==> src/rtl/hrsh_pkg.sv <==
package hrsh_pkg;

    localparam int PIECE_SIZE = 64;
    localparam int PIECES    = 4;
    localparam int ROUNDS    = 3;

    localparam int STAGES    = $clog2(PIECE_SIZE);
    localparam int ACC_W     = 40;
    localparam int SAMPLE_W  = 16;
    localparam int WORD_W    = 64;
    localparam int LEN_W     = 7;
    localparam int HC_W      = 9;
    localparam int CFG_IDX_W = 2;
    localparam int CFG_W     = 9;
    localparam int PIECE_W   = 2;
    localparam int ROUND_W   = 2;
    localparam int STAGE_W   = $clog2(STAGES + 1);
    localparam int USED_W    = $clog2(PIECES + 1);
    localparam int MASK_N    = ROUNDS * PIECES;
    localparam int MASK_AW   = $clog2(MASK_N);
    localparam int CNT_W     = $clog2(PIECE_SIZE);
    localparam int HC_MAX    = PIECE_SIZE * PIECES;

    localparam logic [CFG_IDX_W-1:0] REG_VECTOR_LENGTH = 2'd0;
    localparam logic [CFG_IDX_W-1:0] REG_HASH_COUNT    = 2'd1;

    localparam logic ACT_LOAD_MASK = 1'b0;
    localparam logic ACT_SAMPLE    = 1'b1;

    typedef enum logic [2:0] {
        ST_IDLE,
        ST_LOAD,
        ST_FLIP,
        ST_STAGE,
        ST_EMIT
    } t_state;

    typedef struct packed {
        logic               busy;
        logic               load;
        logic               flip;
        logic               stage_en;
        logic               emit;
        logic [STAGE_W-1:0] stage;
        logic [ROUND_W-1:0] round;
        logic [PIECE_W-1:0] piece;
    } t_cmd;

    typedef struct packed {
        logic              start;
        logic              out_free;
        logic [USED_W-1:0] used;
    } t_sts;

endpackage

==> src/rtl/hrsh_ctrl.sv <==
module hrsh_ctrl (
    input  logic          i_clk,
    input  logic          i_rst_n,
    input  hrsh_pkg::t_sts i_sts,
    output hrsh_pkg::t_cmd o_cmd
);
    import hrsh_pkg::*;

    t_state r_state, n_state;
    logic [PIECE_W-1:0] r_piece, n_piece;
    logic [ROUND_W-1:0] r_round, n_round;
    logic [STAGE_W-1:0] r_stage, n_stage;
    logic last_piece;

    assign last_piece = ({{(USED_W-PIECE_W){1'b0}}, r_piece} + USED_W'(1)) == i_sts.used;

    always_ff @(posedge i_clk) begin
        if (!i_rst_n) begin
            r_state <= ST_IDLE;
            r_piece <= '0;
            r_round <= '0;
            r_stage <= '0;
        end else begin
            r_state <= n_state;
            r_piece <= n_piece;
            r_round <= n_round;
            r_stage <= n_stage;
        end
    end

    always_comb begin
        n_state = r_state;
        n_piece = r_piece;
        n_round = r_round;
        n_stage = r_stage;
        unique case (r_state)
            ST_IDLE: begin
                if (i_sts.start) begin
                    n_state = ST_LOAD;
                    n_piece = '0;
                end
            end
            ST_LOAD: begin
                n_state = ST_FLIP;
                n_round = '0;
            end
            ST_FLIP: begin
                n_state = ST_STAGE;
                n_stage = '0;
            end
            ST_STAGE: begin
                if (r_stage == STAGE_W'(STAGES - 1)) begin
                    if (r_round == ROUND_W'(ROUNDS - 1)) begin
                        n_state = ST_EMIT;
                    end else begin
                        n_round = r_round + ROUND_W'(1);
                        n_state = ST_FLIP;
                    end
                end else begin
                    n_stage = r_stage + STAGE_W'(1);
                end
            end
            ST_EMIT: begin
                if (i_sts.out_free) begin
                    if (last_piece) begin
                        n_state = ST_IDLE;
                    end else begin
                        n_piece = r_piece + PIECE_W'(1);
                        n_state = ST_LOAD;
                    end
                end
            end
            default: n_state = ST_IDLE;
        endcase
    end

    always_comb begin
        o_cmd          = '0;
        o_cmd.stage    = r_stage;
        o_cmd.round    = r_round;
        o_cmd.piece    = r_piece;
        o_cmd.busy     = (r_state != ST_IDLE);
        o_cmd.load     = (r_state == ST_LOAD);
        o_cmd.flip     = (r_state == ST_FLIP);
        o_cmd.stage_en = (r_state == ST_STAGE);
        o_cmd.emit     = (r_state == ST_EMIT) && i_sts.out_free;
    end

endmodule

==> config.mk <==
export PLATFORM = sky130hd
export DESIGN_NAME = hrsh_ctrl
export DESIGN_NICKNAME = d
export VERILOG_FILES = /design/src/rtl/hrsh_pkg.sv /design/src/rtl/hrsh_ctrl.sv
export SDC_FILE = /design/constraint.sdc
export NUM_CORES = 1
export LEC_CHECK = 0
export BUFFER_PORTS_ARGS = -buffer_cell sky130_fd_sc_hd__buf_4
export CORE_MARGIN = 4
export CORE_UTILIZATION = 40
export DETAILED_ROUTE_END_ITERATION = 8
export PLACE_DENSITY = 0.74
export SYNTH_ARGS = -nofsm -noshare
export SYNTH_HDL_FRONTEND = slang
export SYNTH_SLANG_ARGS = --single-unit
export TNS_END_PERCENT = 100
==> constraint.sdc <==
create_clock -name i_clk -period 1.7 [get_ports i_clk]
set_input_delay 0.34 -clock i_clk [delete_from_list [all_inputs] [get_ports i_clk]]
set_output_delay 0.34 -clock i_clk [all_outputs]
set_load 0.005 [all_outputs]
---- After elaboration in Yosys (flattened, before gate mapping) ----
Index checks and enable logic that the tools add are counted.
operators by class
  $add $sub $neg .......................... 4
  equality and inequality tests ........... 13
  muxes and demuxes ....................... 15
  reductions and logical operators ........ 10
operators by type and width
  cell                                                    count
  two-way mux 3 bit                                       5
  case mux 3 bit (5 select lines)                         1
  two-way mux 2 bit                                       5
  inequality test 2 bit (second input constant)           5
  case mux 2 bit (2 select lines)                         2
  equality test 3 x 2 -> 1 bit (second input constant)    2
  equality test 3 bit (second input constant)             2
  case mux 3 bit (2 select lines)                         1
  AND reduction 3 bit                                     2
  nonzero test 2 bit                                      3
  adder 2 x 1 -> 2 bit (second input constant)            2
  AND reduction 4 bit                                     1
  adder 2 x 1 -> 3 bit (second input constant)            1
  adder 3 x 1 -> 3 bit (second input constant)            1
  equality test 3 x 1 -> 1 bit (second input constant)    1
  equality test 3 bit                                     1
  zero test 3 bit                                         1
  nonzero test 3 bit                                      1
  equality test 2 bit (second input constant)             1
  inequality test 2 x 1 -> 1 bit (second input constant)  1
  AND reduction 2 bit                                     1
  logical AND 1 bit                                       1
  two-way mux 1 bit                                       1
storage, ports and cells
  bits in registers ....................... 10
  input port bits ......................... 7
  output and inout port bits .............. 12
  logic and storage cells ................. 46

---- Longest topological paths before layout ----
  depth after elaboration ................. 5
  gate-level depth with buffers ........... 6
  gate-level depth less buffers ........... 6

---- Worst setup path before layout ----
Ideal clock, no wire load.
  path type ............................... flip-flop to flip-flop
  start ................................... reg r_stage[1]
  end ..................................... reg r_stage[1]
  setup time .............................. 0.115 ns
  arrival ................................. 1.199 ns
  data required time ...................... 1.585 ns
  slack ................................... 0.386 ns
  stages on the path, launching flop included .. 7
  path buffers ............................ 0
  period minus slack after synthesis ...... 1.314 ns
  cell sequence ........................... dfxtp_1 -> inv_1 -> ha_1 -> and2_1 -> a21oi_1 -> o32ai_1 -> and2_1
between the ends
  cells in the longest elaborated chain, start to end .. 3
  elaborated cells between the ends (all ways) .. 6
  classes of those cells .................. add/sub: 1; eq/ne: 2; mux: 2; reduce/logical: 1
ends and longest elaborated chain
  what                                                                    RTL line                          text
  from (decl)                                                             hrsh_ctrl.sv:12                   logic [STAGE_W-1:0] r_stage, n_stage;
  from (signal assigned)                                                  hrsh_ctrl.sv:27                   r_stage <= n_stage;
  adder 3 x 1 -> 3 bit or equality test 3 bit (tied branches)             hrsh_ctrl.sv:60, hrsh_ctrl.sv:52
  two-way mux 3 bit or inequality test 2 bit (tied branches)              --
  case mux 3 bit (2 select lines) or AND reduction 2 bit (tied branches)  --
Several ways; a longest one is shown, not always the timed one. The select of a mux whose other input is x is not followed.
A chain may end at the register's enable or synchronous reset.

==> flow_summary_export.csv <==
group,metric,value,unit
critical_path,path_cells,"nor2_2 -> and3_1 -> buf_4",
drt,routed_wl,1300,um
die,core_area,1520,um2
critical_path,cpMaxStageDelayCell,"dfxtp_1",
placed_design,port_buffers,18,
critical_path,rr_worst_depth,5,
drt,ant_nets,0,
logic_synthesis,synthTopCellsByArea,"dfxtp_1 (31%), ha_1 (7.7%), a21oi_1 (3.9%)",
critical_path,critPathMaxStageDelay,570,ps
placed_design,finalWeightedCongestion,0.825,
logic_synthesis,synth-seq-cells,10,
worst_hold_path,whs_path_depth,3,
drt,drc,0,
timing,fin_crit,1610,ps
grt,grt_overflow,0,
run_status,status,"complete, no violations",
critical_path,crit_fanout,12,
logic_synthesis,syn_inst,77,
pwr,power.total,0.736,mW
pwr,internal_power,0.479,mW
logic_synthesis,ys.warnings.count,0,
logic_synthesis,seq_area_frac_synth,30.9,%
finish,post-route-util,52.9,%
finish,layout_common_cells,"buf_4 (19), dfxtp_1 (10), nor2_1 (6), a21oi_1 (5)",
timing,relSlewSlack,72.8,%
cts,cts.path.max_buffers,2,
die,die_x,48.3,um
cts,cts_setup_buffers,0,
pwr,vdd_ir_drop_max,0.554,mV
cts,clock_latency,260,ps
logic_synthesis,synth.distinct_cells,35,
finish,final_area,806,um2
cts,clkTransAtPathRegs,60,ps
die,start_util,42.5,%
cts,clkSinkCount,10,
pwr,clkPwrFrac,21.7,%
pwr,pwr-share-seq,43.1,%
timing,grt_setup_unrepaired,"no",
critical_path,critPathLaunchType,"flip-flop",
pwr,power.share.switching,34.9,%
critical_path,arrival,1270,ps
pwr,netSwitchingPower,0.257,mW
cts,htreeDepth,1,
pwr,comb_power_share,35.1,%
logic_synthesis,synth_largest_area_cell,"dfxtp_1",
drt,dr_total_vias,595,
finish,antenna_cells,0,
finish,syn_to_final_growth,24.3,%
drt,drtPass1Iterations,4,
worst_hold_path,hold_class,"input pin to flip-flop",
grt,track_usage,13.7,%
drt,wl_per_cell,11.7,um
drt,drt-initial-drc-count,9,
grt,grt_max_degree,13,
logic_synthesis,netlist_area,648,um2
placed_design,post-place-cells,108,
cts,cts_hold_buf,0,
die,dieArea,2330,um2
logic_synthesis,synth_top_area_share,30.9,%
grt,grt_pass1_wl,2120,um
placed_design,pre_cts_slack,264,ps
job,maxCapViolCount,0,
die,io_pins,19,
cts,ctsResizeCount,0,
timing,worst_clock_skew,3.99,ps
logic_synthesis,synth.avg_cell_area,8.42,um2
timing,tns,0,ps
finish,finalNonFillerCells,111,
critical_path,crit_path_end_kind,"primary output",
finish,layout_commonest_cell,"buf_4",
drt,vias_per_cell,5.36,
finish,drive_above_1_share,30.5,%
cts,cts-root-buf,"clkbuf_4",
grt,grt_pass1_vias,513,
timing,setup_viol,0,
timing,tightestPinTransition,407,ps
grt,antenna_found_initial,0,
timing,timing.fmax,620,MHz
pwr,p_leak,0.364,nW
placed_design,place_hpwl,1010,um
timing,hold_ws,349,ps
logic_synthesis,synth_fp_nets,88,
timing,setup_slack,88.0,ps
die,die_h,48.3,um
cts,cts_buffers,3,
timing,finalCritPeriodShare,94.8,%
critical_path,cp_data_required_time,1360,ps
placed_design,placed_cell_area,783,um2
die,rows,14,
timing,slew_viol_final,0,
critical_path,crit_type,"flip-flop to primary output",
timing,hold_violations,0,
finish,fin_nets,108,
pwr,power_density,914,nW/um2
cts,cts_tree,"built",
==> area by class of cell <==
type	count	area [um2]
Clock buffer	3	22.5
Inverter	4	15.0
Sequential cell	10	200
Tap cell	16	20.0
Timing Repair Buffer	19	143
Multi-Input combinational cell	59	405
Fill cell	145	718
==> sequential cells by signal, indices dropped and copies added, names as in the netlist <==
signal and flops:
r_round 2, r_state 3, r_stage 3, r_piece 2
==> path summary, 6_finish.rpt <==
kind	startpoint	slack [ps]	end
worst max-delay path	r_state[0]	90	o_cmd[7]
worst min-delay path	i_sts[3]	350	r_state[0]
worst max register to register	r_piece[0]	270	r_piece[1]
worst min register to register	r_piece[1]	490	r_piece[1]
==> synth_stat cells (all sizes together) <==
master and n:
a211oi 1, ha 4, nor3 5, o21a 2, nor4bb 1, mux2i 2
nand2 4, nor2 7, xnor2 2, and3 2, o32ai 1, o21ai 3
a21boi 1, inv 4, clkbuf 1, dfxtp 10, buf 3, mux2 1
nand2b 2, nand4 2, and2 2, nand3 3, nor2b 1, a21oi 6
xor2 1, or3 2, nand3b 4
==> power groups by stage <==
stage	Clock (mW)	Combinational (mW)	Sequential, mW
6_report	0.160	0.259	0.318
5_1_grt	0.185	0.289	0.324
4_1_cts	0.168	0.262	0.317
3_3_place_gp	0	0.258	0.322
3_5_place_dp	0	0.262	0.322
2_1_floorplan	0	0.224	0.279
==> cell families after synthesis <==
group / after synthesis / share of synthesized area (%)
muxes: 3 / 4.83
and+or+nand+nor: 35 / 31.9
xor gates and xnor gates: 3 / 4.05
DFF: 10 / 30.9
adders and majority gates: 4 / 7.72
AOI/OAI and AO/OA: 14 / 14.1
buffers and inverters: 8 / 6.56
==> worst max-delay path: cells and delay by family (launching register included) <==
family,cells,cell delay [ps]
buf+inv,1,130
flops,1,570
simple gates,2,310
==> per-layer routing <==
layer	up-vias	GRT usage (%)	routed length, um
met5	-	0	0
met4	0	4.84	11
li1	306	-	-
met1	268	16.6	558
met3	2	7.75	89
met2	19	20.3	638
No activity file was read; power rests on OpenSTA's default activity.
